`config.mk`:
```
export PLATFORM = sky130hd
export DESIGN_NAME = kalman_rate_estimator
export DESIGN_NICKNAME = d
export VERILOG_FILES = /design/src/hw/rtl/kre_pkg.sv /design/src/hw/rtl/kre_mul.sv /design/src/hw/rtl/kre_div.sv /design/src/hw/rtl/kalman_rate_estimator.sv
export SDC_FILE = /design/constraint.sdc
export NUM_CORES = 2
export LEC_CHECK = 0
export BUFFER_PORTS_ARGS = -buffer_cell sky130_fd_sc_hd__buf_2
export CORE_UTILIZATION = 26
export CTS_BUF_LIST = sky130_fd_sc_hd__clkbuf_16
export DETAILED_ROUTE_END_ITERATION = 16
export GPL_TIMING_DRIVEN = 0
export PLACE_DENSITY = 0.42
export SETUP_SLACK_MARGIN = 0.4
export SYNTH_ARGS = -nofsm -noshare
export SYNTH_HDL_FRONTEND = slang
export SYNTH_SLANG_ARGS = --single-unit
```
`constraint.sdc`:
```
create_clock -name clk -period 4.1 [get_ports clk]
set_input_delay 0.205 -clock clk [delete_from_list [all_inputs] [get_ports clk]]
set_output_delay 0.205 -clock clk [all_outputs]
set_load 0.03 [all_outputs]
```
`src/hw/rtl/kre_pkg.sv`:
```
// shared types, constants and register codes for the kalman rate estimator
`timescale 1ns / 1ps

package kre_pkg;

  // fixed point default: fraction bits of P, Q, R and K
  localparam int FRAC_BITS_DEFAULT = 30;

  // request and result payloads
  typedef struct packed {
    logic        command;
    logic [17:0] bytes;
    logic [23:0] elapsed_ticks;
  } req_t;

  typedef struct packed {
    logic [31:0] average_rate;
    logic [30:0] gain;
  } res_t;

  localparam logic CMD_ADD    = 1'b0;
  localparam logic CMD_UPDATE = 1'b1;

  // register map, index is paddr[3:2]
  localparam int ADDR_W = 4;
  localparam logic [1:0] REG_PROCESS_NOISE     = 2'd0;
  localparam logic [1:0] REG_MEASUREMENT_NOISE = 2'd1;
  localparam logic [1:0] REG_TICKS_PER_SECOND  = 2'd2;

  localparam logic [30:0] PROCESS_NOISE_RESET     = 31'd1074;
  localparam logic [30:0] MEASUREMENT_NOISE_RESET = 31'd10737418;
  localparam logic [29:0] TICKS_PER_SECOND_RESET  = 30'd1000;
  localparam logic [31:0] ESTIMATE_RESET          = 32'd1000000;

  // serial divider geometry
  localparam int DVD_W      = 65;
  localparam int DVS_W      = 33;
  localparam int DIV_STEP_W = 7;
  localparam logic [DIV_STEP_W-1:0] RATE_DIV_STEPS = 7'd65;

  // unit control and status
  typedef struct packed {
    logic                  start;
    logic [DIV_STEP_W-1:0] steps;
  } div_ctl_t;

  typedef struct packed {
    logic busy;
    logic done;
  } unit_stat_t;

endpackage

```
`src/hw/rtl/kre_mul.sv`:
```
// bit-serial shift-add multiplier, 32-bit multiplicand by B_W-bit multiplier
`timescale 1ns / 1ps

module kre_mul import kre_pkg::*; #(
  parameter int B_W = 31
) (
  input  logic              clk,
  input  logic              rst,
  input  logic              start,
  input  logic [31:0]       a,
  input  logic [B_W-1:0]    b,
  output unit_stat_t        stat,
  output logic [B_W+31:0]   product
);

  localparam int CNT_W = $clog2(B_W + 1);

  logic [31:0]      a_q;
  logic [CNT_W-1:0] cnt;
  logic             busy;
  logic             done;
  logic [32:0]      sum;

  // one multiplier bit per cycle, lsb first, accumulator shifts right
  always_comb begin
    sum = {1'b0, product[B_W+31:B_W]} + (product[0] ? {1'b0, a_q} : 33'd0);
  end

  always_ff @(posedge clk) begin
    if (rst) begin
      busy <= 1'b0;
      done <= 1'b0;
      cnt  <= '0;
    end else begin
      done <= 1'b0;
      if (start) begin
        busy <= 1'b1;
        cnt  <= CNT_W'(B_W);
      end else if (busy) begin
        cnt <= cnt - 1'b1;
        if (cnt == CNT_W'(1)) begin
          busy <= 1'b0;
          done <= 1'b1;
        end
      end
    end
  end

  always_ff @(posedge clk) begin
    if (start) begin
      a_q     <= a;
      product <= {32'd0, b};
    end else if (busy) begin
      product <= {sum, product[B_W-1:1]};
    end
  end

  assign stat.busy = busy;
  assign stat.done = done;

endmodule

```
`src/hw/rtl/kre_div.sv`:
```
// restoring bit-serial divider with sticky quotient overflow
`timescale 1ns / 1ps

module kre_div import kre_pkg::*; #(
  parameter int QUOT_W = 33
) (
  input  logic              clk,
  input  logic              rst,
  input  div_ctl_t          ctl,
  input  logic [DVD_W-1:0]  dividend,
  input  logic [DVS_W-1:0]  divisor,
  output unit_stat_t        stat,
  output logic [QUOT_W-1:0] quotient,
  output logic              overflow
);

  logic [DVS_W-1:0]      rem;
  logic [DVS_W-1:0]      dvs;
  logic [DVD_W-1:0]      dvd;
  logic [DIV_STEP_W-1:0] cnt;
  logic                  busy;
  logic                  done;
  logic [DVS_W:0]        rem_sh;
  logic                  fits;
  logic [DVS_W-1:0]      rem_next;

  // one quotient bit per cycle, dividend bits enter msb first
  always_comb begin
    rem_sh   = {rem, dvd[DVD_W-1]};
    fits     = rem_sh >= {1'b0, dvs};
    rem_next = fits ? DVS_W'(rem_sh - {1'b0, dvs}) : DVS_W'(rem_sh);
  end

  always_ff @(posedge clk) begin
    if (rst) begin
      busy <= 1'b0;
      done <= 1'b0;
      cnt  <= '0;
    end else begin
      done <= 1'b0;
      if (ctl.start) begin
        busy <= 1'b1;
        cnt  <= ctl.steps;
      end else if (busy) begin
        cnt <= cnt - 1'b1;
        if (cnt == DIV_STEP_W'(1)) begin
          busy <= 1'b0;
          done <= 1'b1;
        end
      end
    end
  end

  always_ff @(posedge clk) begin
    if (ctl.start) begin
      rem      <= '0;
      dvs      <= divisor;
      dvd      <= dividend;
      quotient <= '0;
      overflow <= 1'b0;
    end else if (busy) begin
      rem      <= rem_next;
      dvd      <= {dvd[DVD_W-2:0], 1'b0};
      quotient <= {quotient[QUOT_W-2:0], fits};
      overflow <= overflow | quotient[QUOT_W-1];
    end
  end

  assign stat.busy = busy;
  assign stat.done = done;

endmodule

```
`src/hw/rtl/kalman_rate_estimator.sv`:
```
// link bit-rate estimator: byte counter, rate measurement and scalar kalman step
`timescale 1ns / 1ps
// adds: an add request is taken while idle and the block stays ready for the next request
// updates: an update request runs on one serial multiplier doing three products and
//   one serial divider doing the rate and gain divisions, one bit a cycle
// throughput: one update at a time; adds and updates are taken while a result waits
// reset: synchronous, restores estimate, covariance, byte counter, state and configuration registers

module kalman_rate_estimator import kre_pkg::*; #(
  parameter int FRACTION_BITS = FRAC_BITS_DEFAULT
) (
  input  logic              clk,
  input  logic              rst,
  // request channel
  input  logic              req_valid,
  output logic              req_ready,
  input  req_t              req,
  // result channel
  output logic              res_valid,
  input  logic              res_ready,
  output res_t              res,
  // configuration port
  input  logic              psel,
  input  logic              penable,
  input  logic              pwrite,
  input  logic [ADDR_W-1:0] paddr,
  input  logic [31:0]       pwdata,
  output logic [31:0]       prdata,
  output logic              pready
);

  // gain width, multiplier width, quotient width
  localparam int KW = FRACTION_BITS + 1;
  localparam int BW = (KW > 30) ? KW : 30;
  localparam int QW = (KW > 33) ? KW : 33;

  localparam logic [KW-1:0] ONE_FIX = {1'b1, {FRACTION_BITS{1'b0}}};
  localparam logic [31:0] COV_RESET = 32'(ONE_FIX);
  localparam logic [DIV_STEP_W-1:0] GAIN_DIV_STEPS = DIV_STEP_W'(32 + FRACTION_BITS);

  // sequencer codes
  localparam logic [2:0] S_IDLE     = 3'd0;
  localparam logic [2:0] S_RATE_MUL = 3'd1;
  localparam logic [2:0] S_RATE_DIV = 3'd2;
  localparam logic [2:0] S_GAIN_DIV = 3'd3;
  localparam logic [2:0] S_EST_MUL  = 3'd4;
  localparam logic [2:0] S_COV_MUL  = 3'd5;
  localparam logic [2:0] S_DONE     = 3'd6;

  logic [2:0] state;

  // configuration registers
  logic [30:0] process_noise;
  logic [30:0] measurement_noise;
  logic [29:0] ticks_per_second;

  // filter state
  logic [31:0] estimate;
  logic [31:0] covariance;
  logic [31:0] byte_count;

  // per-update working registers
  logic [23:0]   elapsed_q;
  logic [31:0]   rate_q;
  logic [31:0]   pm_q;
  logic [32:0]   den_q;
  logic [KW-1:0] k_q;
  logic          est_up;

  // shared arithmetic units
  logic             mul_start;
  logic [31:0]      mul_a;
  logic [BW-1:0]    mul_b;
  unit_stat_t       mul_stat;
  logic [BW+31:0]   mul_prod;

  div_ctl_t         div_ctl;
  logic [DVD_W-1:0] div_dividend;
  logic [DVS_W-1:0] div_divisor;
  unit_stat_t       div_stat;
  logic [QW-1:0]    div_quo;
  logic             div_ovf;

  logic        req_take;
  logic        cfg_write;
  logic [32:0] count_sum;
  logic [32:0] pm_sum;
  logic        rate_sat;
  logic [31:0] rate_val;
  logic [KW-1:0] k_val;
  logic        up_val;
  logic [31:0] diff_val;
  logic [31:0] corr;

  assign req_ready = (state == S_IDLE);
  assign req_take  = req_valid && req_ready;
  assign pready    = 1'b1;
  assign cfg_write = psel && penable && pwrite && pready;

  // saturating byte counter and predicted covariance sums
  assign count_sum = {1'b0, byte_count} + {15'd0, req.bytes};
  assign pm_sum    = {1'b0, covariance} + {2'b0, process_noise};

  // measured rate saturates when the quotient runs past 32 bits
  assign rate_sat = div_ovf || (|div_quo[QW-1:32]);
  assign rate_val = rate_sat ? 32'hFFFF_FFFF : div_quo[31:0];

  // zero denominator (only with a zero measurement noise) gives zero gain
  assign k_val    = (den_q == 33'd0) ? '0 : div_quo[KW-1:0];
  assign up_val   = rate_q >= estimate;
  assign diff_val = up_val ? (rate_q - estimate) : (estimate - rate_q);
  assign corr     = mul_prod[FRACTION_BITS+31:FRACTION_BITS];

  // operand selection for the multiplier: rate product, correction, covariance
  always_comb begin
    mul_start = 1'b0;
    mul_a     = pm_q;
    mul_b     = BW'(ONE_FIX - k_q);
    unique case (state)
      S_IDLE: begin
        mul_start = req_take && (req.command == CMD_UPDATE);
        mul_a     = byte_count;
        mul_b     = BW'(ticks_per_second);
      end
      S_GAIN_DIV: begin
        mul_start = div_stat.done;
        mul_a     = diff_val;
        mul_b     = BW'(k_val);
      end
      S_EST_MUL: begin
        mul_start = mul_stat.done;
      end
      default: begin
        mul_start = 1'b0;
      end
    endcase
  end

  // operand selection for the divider: bits times ticks over elapsed, then gain
  always_comb begin
    div_ctl.start = 1'b0;
    div_ctl.steps = GAIN_DIV_STEPS;
    div_dividend  = {pm_q, 33'd0};
    div_divisor   = den_q;
    unique case (state)
      S_RATE_MUL: begin
        div_ctl.start = mul_stat.done;
        div_ctl.steps = RATE_DIV_STEPS;
        div_dividend  = {mul_prod[61:0], 3'b000};
        div_divisor   = {9'd0, elapsed_q};
      end
      S_RATE_DIV: begin
        div_ctl.start = div_stat.done;
      end
      default: begin
        div_ctl.start = 1'b0;
      end
    endcase
  end

  kre_mul #(
    .B_W(BW)
  ) u_mul (
    .clk    (clk),
    .rst    (rst),
    .start  (mul_start),
    .a      (mul_a),
    .b      (mul_b),
    .stat   (mul_stat),
    .product(mul_prod)
  );

  kre_div #(
    .QUOT_W(QW)
  ) u_div (
    .clk     (clk),
    .rst     (rst),
    .ctl     (div_ctl),
    .dividend(div_dividend),
    .divisor (div_divisor),
    .stat    (div_stat),
    .quotient(div_quo),
    .overflow(div_ovf)
  );

  // configuration writes
  always_ff @(posedge clk) begin
    if (rst) begin
      process_noise     <= PROCESS_NOISE_RESET;
      measurement_noise <= MEASUREMENT_NOISE_RESET;
      ticks_per_second  <= TICKS_PER_SECOND_RESET;
    end else if (cfg_write) begin
      unique case (paddr[3:2])
        REG_PROCESS_NOISE:     process_noise     <= pwdata[30:0];
        REG_MEASUREMENT_NOISE: measurement_noise <= pwdata[30:0];
        REG_TICKS_PER_SECOND:  ticks_per_second  <= pwdata[29:0];
        default: begin
        end
      endcase
    end
  end

  // configuration reads
  always_comb begin
    unique case (paddr[3:2])
      REG_PROCESS_NOISE:     prdata = {1'b0, process_noise};
      REG_MEASUREMENT_NOISE: prdata = {1'b0, measurement_noise};
      REG_TICKS_PER_SECOND:  prdata = {2'b00, ticks_per_second};
      default:               prdata = 32'd0;
    endcase
  end

  // sequencer and filter state
  always_ff @(posedge clk) begin
    if (rst) begin
      state      <= S_IDLE;
      estimate   <= ESTIMATE_RESET;
      covariance <= COV_RESET;
      byte_count <= 32'd0;
    end else begin
      unique case (state)
        S_IDLE: begin
          if (req_take) begin
            if (req.command == CMD_ADD) begin
              byte_count <= count_sum[32] ? 32'hFFFF_FFFF : count_sum[31:0];
            end else begin
              state <= S_RATE_MUL;
            end
          end
        end
        S_RATE_MUL: begin
          if (mul_stat.done) begin
            state <= S_RATE_DIV;
          end
        end
        S_RATE_DIV: begin
          if (div_stat.done) begin
            state <= S_GAIN_DIV;
          end
        end
        S_GAIN_DIV: begin
          if (div_stat.done) begin
            state <= S_EST_MUL;
          end
        end
        S_EST_MUL: begin
          if (mul_stat.done) begin
            // correction never exceeds the distance to the rate, so no wrap
            estimate <= est_up ? (estimate + corr) : (estimate - corr);
            state    <= S_COV_MUL;
          end
        end
        S_COV_MUL: begin
          if (mul_stat.done) begin
            covariance <= corr;
            byte_count <= 32'd0;
            state      <= S_DONE;
          end
        end
        S_DONE: begin
          if (!res_valid || res_ready) begin
            state <= S_IDLE;
          end
        end
        default: begin
          state <= S_IDLE;
        end
      endcase
    end
  end

  // per-update operands, captured as each stage finishes
  always_ff @(posedge clk) begin
    if (req_take && (req.command == CMD_UPDATE)) begin
      elapsed_q <= (req.elapsed_ticks == 24'd0) ? 24'd1 : req.elapsed_ticks;
      pm_q      <= pm_sum[32] ? 32'hFFFF_FFFF : pm_sum[31:0];
    end
    if ((state == S_RATE_MUL) && mul_stat.done) begin
      den_q <= {1'b0, pm_q} + {2'b00, measurement_noise};
    end
    if ((state == S_RATE_DIV) && div_stat.done) begin
      rate_q <= rate_val;
    end
    if ((state == S_GAIN_DIV) && div_stat.done) begin
      k_q    <= k_val;
      est_up <= up_val;
    end
  end

  // output register, frees the sequencer while the result waits
  always_ff @(posedge clk) begin
    if (rst) begin
      res_valid <= 1'b0;
    end else if ((state == S_DONE) && (!res_valid || res_ready)) begin
      res_valid <= 1'b1;
    end else if (res_ready) begin
      res_valid <= 1'b0;
    end
  end

  always_ff @(posedge clk) begin
    if ((state == S_DONE) && (!res_valid || res_ready)) begin
      res.average_rate <= estimate;
      res.gain         <= 31'(k_q);
    end
  end

  // an update request starts the multiplier on the next cycle
  a_update_starts_mul: assert property (@(posedge clk) disable iff (rst)
    (req_take && (req.command == CMD_UPDATE)) |=> mul_stat.busy)
    else $error("update request did not start the multiplier");

  // the two serial units never run at the same time
  a_units_exclusive: assert property (@(posedge clk) disable iff (rst)
    !(mul_stat.busy && div_stat.busy))
    else $error("multiplier and divider busy together");

  // kalman gain stays at or below one
  a_gain_bounded: assert property (@(posedge clk) disable iff (rst)
    ((state == S_EST_MUL) || (state == S_COV_MUL)) |-> (k_q <= ONE_FIX))
    else $error("gain above one");

  // a result appears only out of the final sequencer step
  a_result_from_done: assert property (@(posedge clk) disable iff (rst)
    $rose(res_valid) |-> $past(state == S_DONE))
    else $error("result valid without a finished update");

  // byte counter is cleared once the update has run
  a_count_cleared: assert property (@(posedge clk) disable iff (rst)
    (state == S_DONE) |-> (byte_count == 32'd0))
    else $error("byte counter not cleared after update");

endmodule

```
==> run summary <==
The initial antenna violation count came out at 14. The run finished with clean final reports. For the first-pass GRT wire length, the log shows 235000 um. Of the post-synthesis cell area, the dominant cell type holds 27.85%. Deepest level of the CTS H-tree: 3. For the total count of hold-check failures in the final report, the log shows 0.

A synthesized cell averages 9.117 um2. The category of the most critical setup path was register to register. The layout-stage area growth over the synthesis result was 22.85%; the unique cell type count in the Yosys netlist was 93.

For the worst-skew pair, the clock arrives at the later sink with an insertion delay of 0.71 ns. For the pin with the worst max-slew slack, the measured transition is 1.263 ns. Before antenna repair, the detailed router went through 12 iterations.

For this run, the total global-route usage over all layers was measured as 20.32%. The register area share after synthesis was 43.08%; the fraction of synthesis flops using an asynchronous set or reset pin was 0%. The logs give 33.37k for the via count of the first global-routing pass and 2906 for the violation count after the first detailed-routing iteration. The post-CTS clock slew at the launch and capture registers of the worst setup and hold paths is 0.06 ns. At the worst endpoint, the required time is 4.73 ns. The peak fanout along the critical path came out at 4. The final route contains 35.46k vias. For this run, design rule violations remaining after detail routing come to 0. Measured against its own limit, the worst slew margin works out to 15.82%. In this run the static leakage power is 19.73 nW.

On the final layout, the worst clock skew is 0.05321 ns. Counting flops and latches in the post-synthesis netlist gives 681. The tightest min-delay check is of the input pin to register type. TritonCTS built the clock tree. The tools report the type of element capturing the critical path as a register. The post-synth net total is 4770, and the highest ir drop seen on vdd is 0.2742 mV. Worst setup path startpoint: u_mul.product[30]. The die covers 0.1567 mm2. The largest total area in the synthesized netlist belongs to sky130_fd_sc_hd__edfxtp_1. The count of buffers added on input and output ports is 176. The total power was 0.02001 W; the core region area was 0.1540 mm2. The final-report setup violation count was 0.

Detailed placement finished with a half-perimeter wire length of 129100 um. During synthesis, Yosys emitted a total of 0 warnings. The layout has 16.21k filler cells. Pin placement for this block handled 184 I/O pins. Buffers inserted during clock tree synthesis total 85. The tightest hold path in the finished design has a slack of 0.06456 ns.

The via density per instance is 5.087. After technology mapping, the gate count stands at 4424. The logs give 164700 um for the aggregate routed wire length and 5196 for the final layout net count. In this run the power density over the cells is 403.8 mW/mm2. Ratio of cells with drive above 1 in the final layout: 14.79%. In this run the critical register-to-register path is launched from u_mul.product[30].

The max-slew violation total from the final report came out at 0. The tools report the starting density of the core as 26.18%. The kind of cell adding the most delay to the critical path was compound AO/OA/AOI/OAI gates. The tools report the critical hold path startpoint as req[26]. The number of enable-type register cells in the synthesized netlist is 374, and the chip width is 395.9 um. Data arrives at the worst endpoint at 4.56 ns.

Row generation in the floorplan step produced 144 rows. Routability-driven placement finished with a final weighted congestion of 0.9214. Setup repair after global routing could not meet its margin everywhere. Walking the worst path, the cells encountered are inv_2 -> ha_4 -> nand2_4 -> nor4_4 -> buf_4 -> a21oi_2 -> nor2_2 -> buf_4 -> buf_6 -> o21ai_0 -> xnor2_1 -> ha_1 -> a21oi_1 -> o21bai_1 -> a21oi_2 -> o21ai_4 -> xor2_1 -> or3_1 -> a21oi_1. Entering global routing, the biggest net connects 52 pins.

The clock net in this run drives a total of 681 sinks. Root cell of the clock tree: sky130_fd_sc_hd__clkbuf_16. The number of nets still failing antenna checks after routing was 0. The tools report the type of element launching the critical path as a register. The worst-path cell with the longest stage delay is sky130_fd_sc_hd__edfxtp_1.

The number of buffers on the longest clock path was 3; the buffers plus inverters on the worst setup path was 4. After layout, the worst path uses 96.00% of the clock period. The tool flagged a number of max-cap violations equal to 0.

After layout, the minimum clock period comes to 3.936 ns. The peak clock frequency supported by timing was 0.2541 GHz; the final routed wire length divided by cell count was 23.63 um. The die extent in y came out at 395.9 um. In this run the cell area of the synthesized design comes to 0.04033 mm2. In the post-synthesis netlist, the biggest area contributors are sky130_fd_sc_hd__edfxtp_1, sky130_fd_sc_hd__dfxtp_1, sky130_fd_sc_hd__ha_1, sky130_fd_sc_hd__nand2_1, sky130_fd_sc_hd__a21oi_1. The total grt overflow is 0. Among all flip-flop cells after synthesis, the most frequent one is sky130_fd_sc_hd__edfxtp_1.

The worst stage delay on the critical path was 0.54 ns; the worst reg-to-reg setup slack was 0.16 ns.
-- sequential cells by signal (all words and copies together), names as in the netlist, 32 cells and up --
register and cells:
u_div.dvs 33, u_div.quotient 33, byte_count 32, pm_q 32, estimate 32, covariance 32, den_q 33, u_mul.a_q 32
u_div.dvd 62, u_div.rem 33, res 63, rate_q 32, u_mul.product 63
-- final cells by class --
cell class / instances / area [um2] / area share [%]
Antenna cell: 3 / 7.507 / 0.01515
Buffer: 251 / 1136 / 2.293
Clock buffer: 91 / 2277 / 4.596
Clock inverter: 69 / 454.2 / 0.9167
Inverter: 191 / 733.2 / 1.480
Multi-Input combinational cell: 3301 / 22500 / 45.42
Sequential cell: 681 / 17410 / 35.14
Tap cell: 2044 / 2557 / 5.162
Timing Repair Buffer: 338 / 2457 / 4.960
Timing Repair inverter: 1 / 7.507 / 0.01515
-- placed cells by master, fill, tap and decap left out, drive strengths merged, types with 25 or more instances in the layout --
| master | n |
|---|---|
| or3 | 55 |
| nor2 | 262 |
| a211oi | 44 |
| nand2b | 25 |
| nor2b | 62 |
| and3 | 26 |
| a21oi | 412 |
| inv | 219 |
| o21a | 36 |
| a21o | 112 |
| o21ai | 228 |
| nand4 | 41 |
| nor4 | 30 |
| edfxtp | 374 |
| clkinv | 34 |
| ha | 252 |
| nand2 | 664 |
| a31oi | 36 |
| clkbuf | 297 |
| a22oi | 71 |
| o211ai | 30 |
| xor2 | 106 |
| o21bai | 41 |
| dfxtp | 307 |
| and2 | 51 |
| nor3 | 75 |
| buf | 326 |
| mux2 | 34 |
| mux2i | 115 |
| nand3 | 119 |
| xnor2 | 129 |
| dlygate4sd3 | 57 |
-- metal layers --
metal / track usage, % / share of wire, % / vias up
met5: 0 / 0.016 / -
met4: 5.074 / 2.2 / 4
met3: 2.647 / 5.7 / 151
met2: 31.01 / 43 / 1034
met1: 29.94 / 49 / 17420
li1: - / - / 16850
-- where the power goes --
group | switching, W | internal (W) | leakage, nW | total [W]
Combinational | 0.00272 | 0.00198 | 12.5 | 0.00470
Clock | 0.00327 | 0.00416 | 1.43 | 0.00742
Sequential | 0.000409 | 0.00748 | 5.78 | 0.00789
-- path summary, 6_finish.rpt --
check / end / cells after the start
max reg2reg: estimate[31] / 19
min reg2reg: covariance[0] / 2
min: byte_count[2] / 4
max: estimate[31] / 19
-- worst min-delay path: stages --
cell and delay (ns):
sky130_fd_sc_hd__buf_2 0.09, sky130_fd_sc_hd__ha_1 0.19, sky130_fd_sc_hd__xnor2_1 0.14, sky130_fd_sc_hd__a311oi_1 0.08
-- cells in the mapped netlist (all sizes together) (34+ instances only) --
cell      n
nand3   119
a22oi    71
ha      252
o21ai   228
a21o    112
mux2     34
and2     51
a31oi    36
nor3     75
inv     189
a21oi   412
or3      55
o21a     36
mux2i   115
nor2    262
dfxtp   307
clkbuf  209
nand4    41
o21bai   41
buf      42
edfxtp  374
nand2   664
a211oi   44
xnor2   129
xor2    106
nor2b    62
-- kinds of logic (layout without fill, tap and decap cells) --
family                   Yosys count  after routing  share of synthesized area (%)
multiplexers                     149            149                          3.803
flip-flops                       681            681                          43.08
AND/OR/NAND/NOR                 1455           1455                          16.57
AO/OA/AOI/OAI                   1200           1200                          19.00
adder cells (fa/ha/maj)          260            260                          8.215
other                              2              5                        0.01862
buffers and inverters            442            941                          4.210
XOR/XNOR                         235            235                          5.103
-- timing repair --
item / 4_1_cts / 5_1_grt
cloned: 1 / 2
pin swaps: 45 / 71
hold buffers: 57 / 0
endpoints found under the setup margin: 319 / 203
buffers inserted: 51 / 44
hold endpoints to repair: 118 / 0
gates resized for setup: 162 / 199
-- metrics by stage --
step	util, %	setup slack (ns)	instance area, um2	cells	setup TNS (ns)
6_report	32.16	0.1640	49550	6970	0
5_1_grt	32.16	0.08691	49540	6967	0
4_1_cts	31.40	0.1217	48370	6921	0
3_5_place_dp	28.58	-1.078	44030	6652	-22.32
3_3_place_gp	28.45	-3.624	43830	6644	-693.90
2_1_floorplan	-	0.4003	40390	4424	0
(Power assumes the default switching activity.)
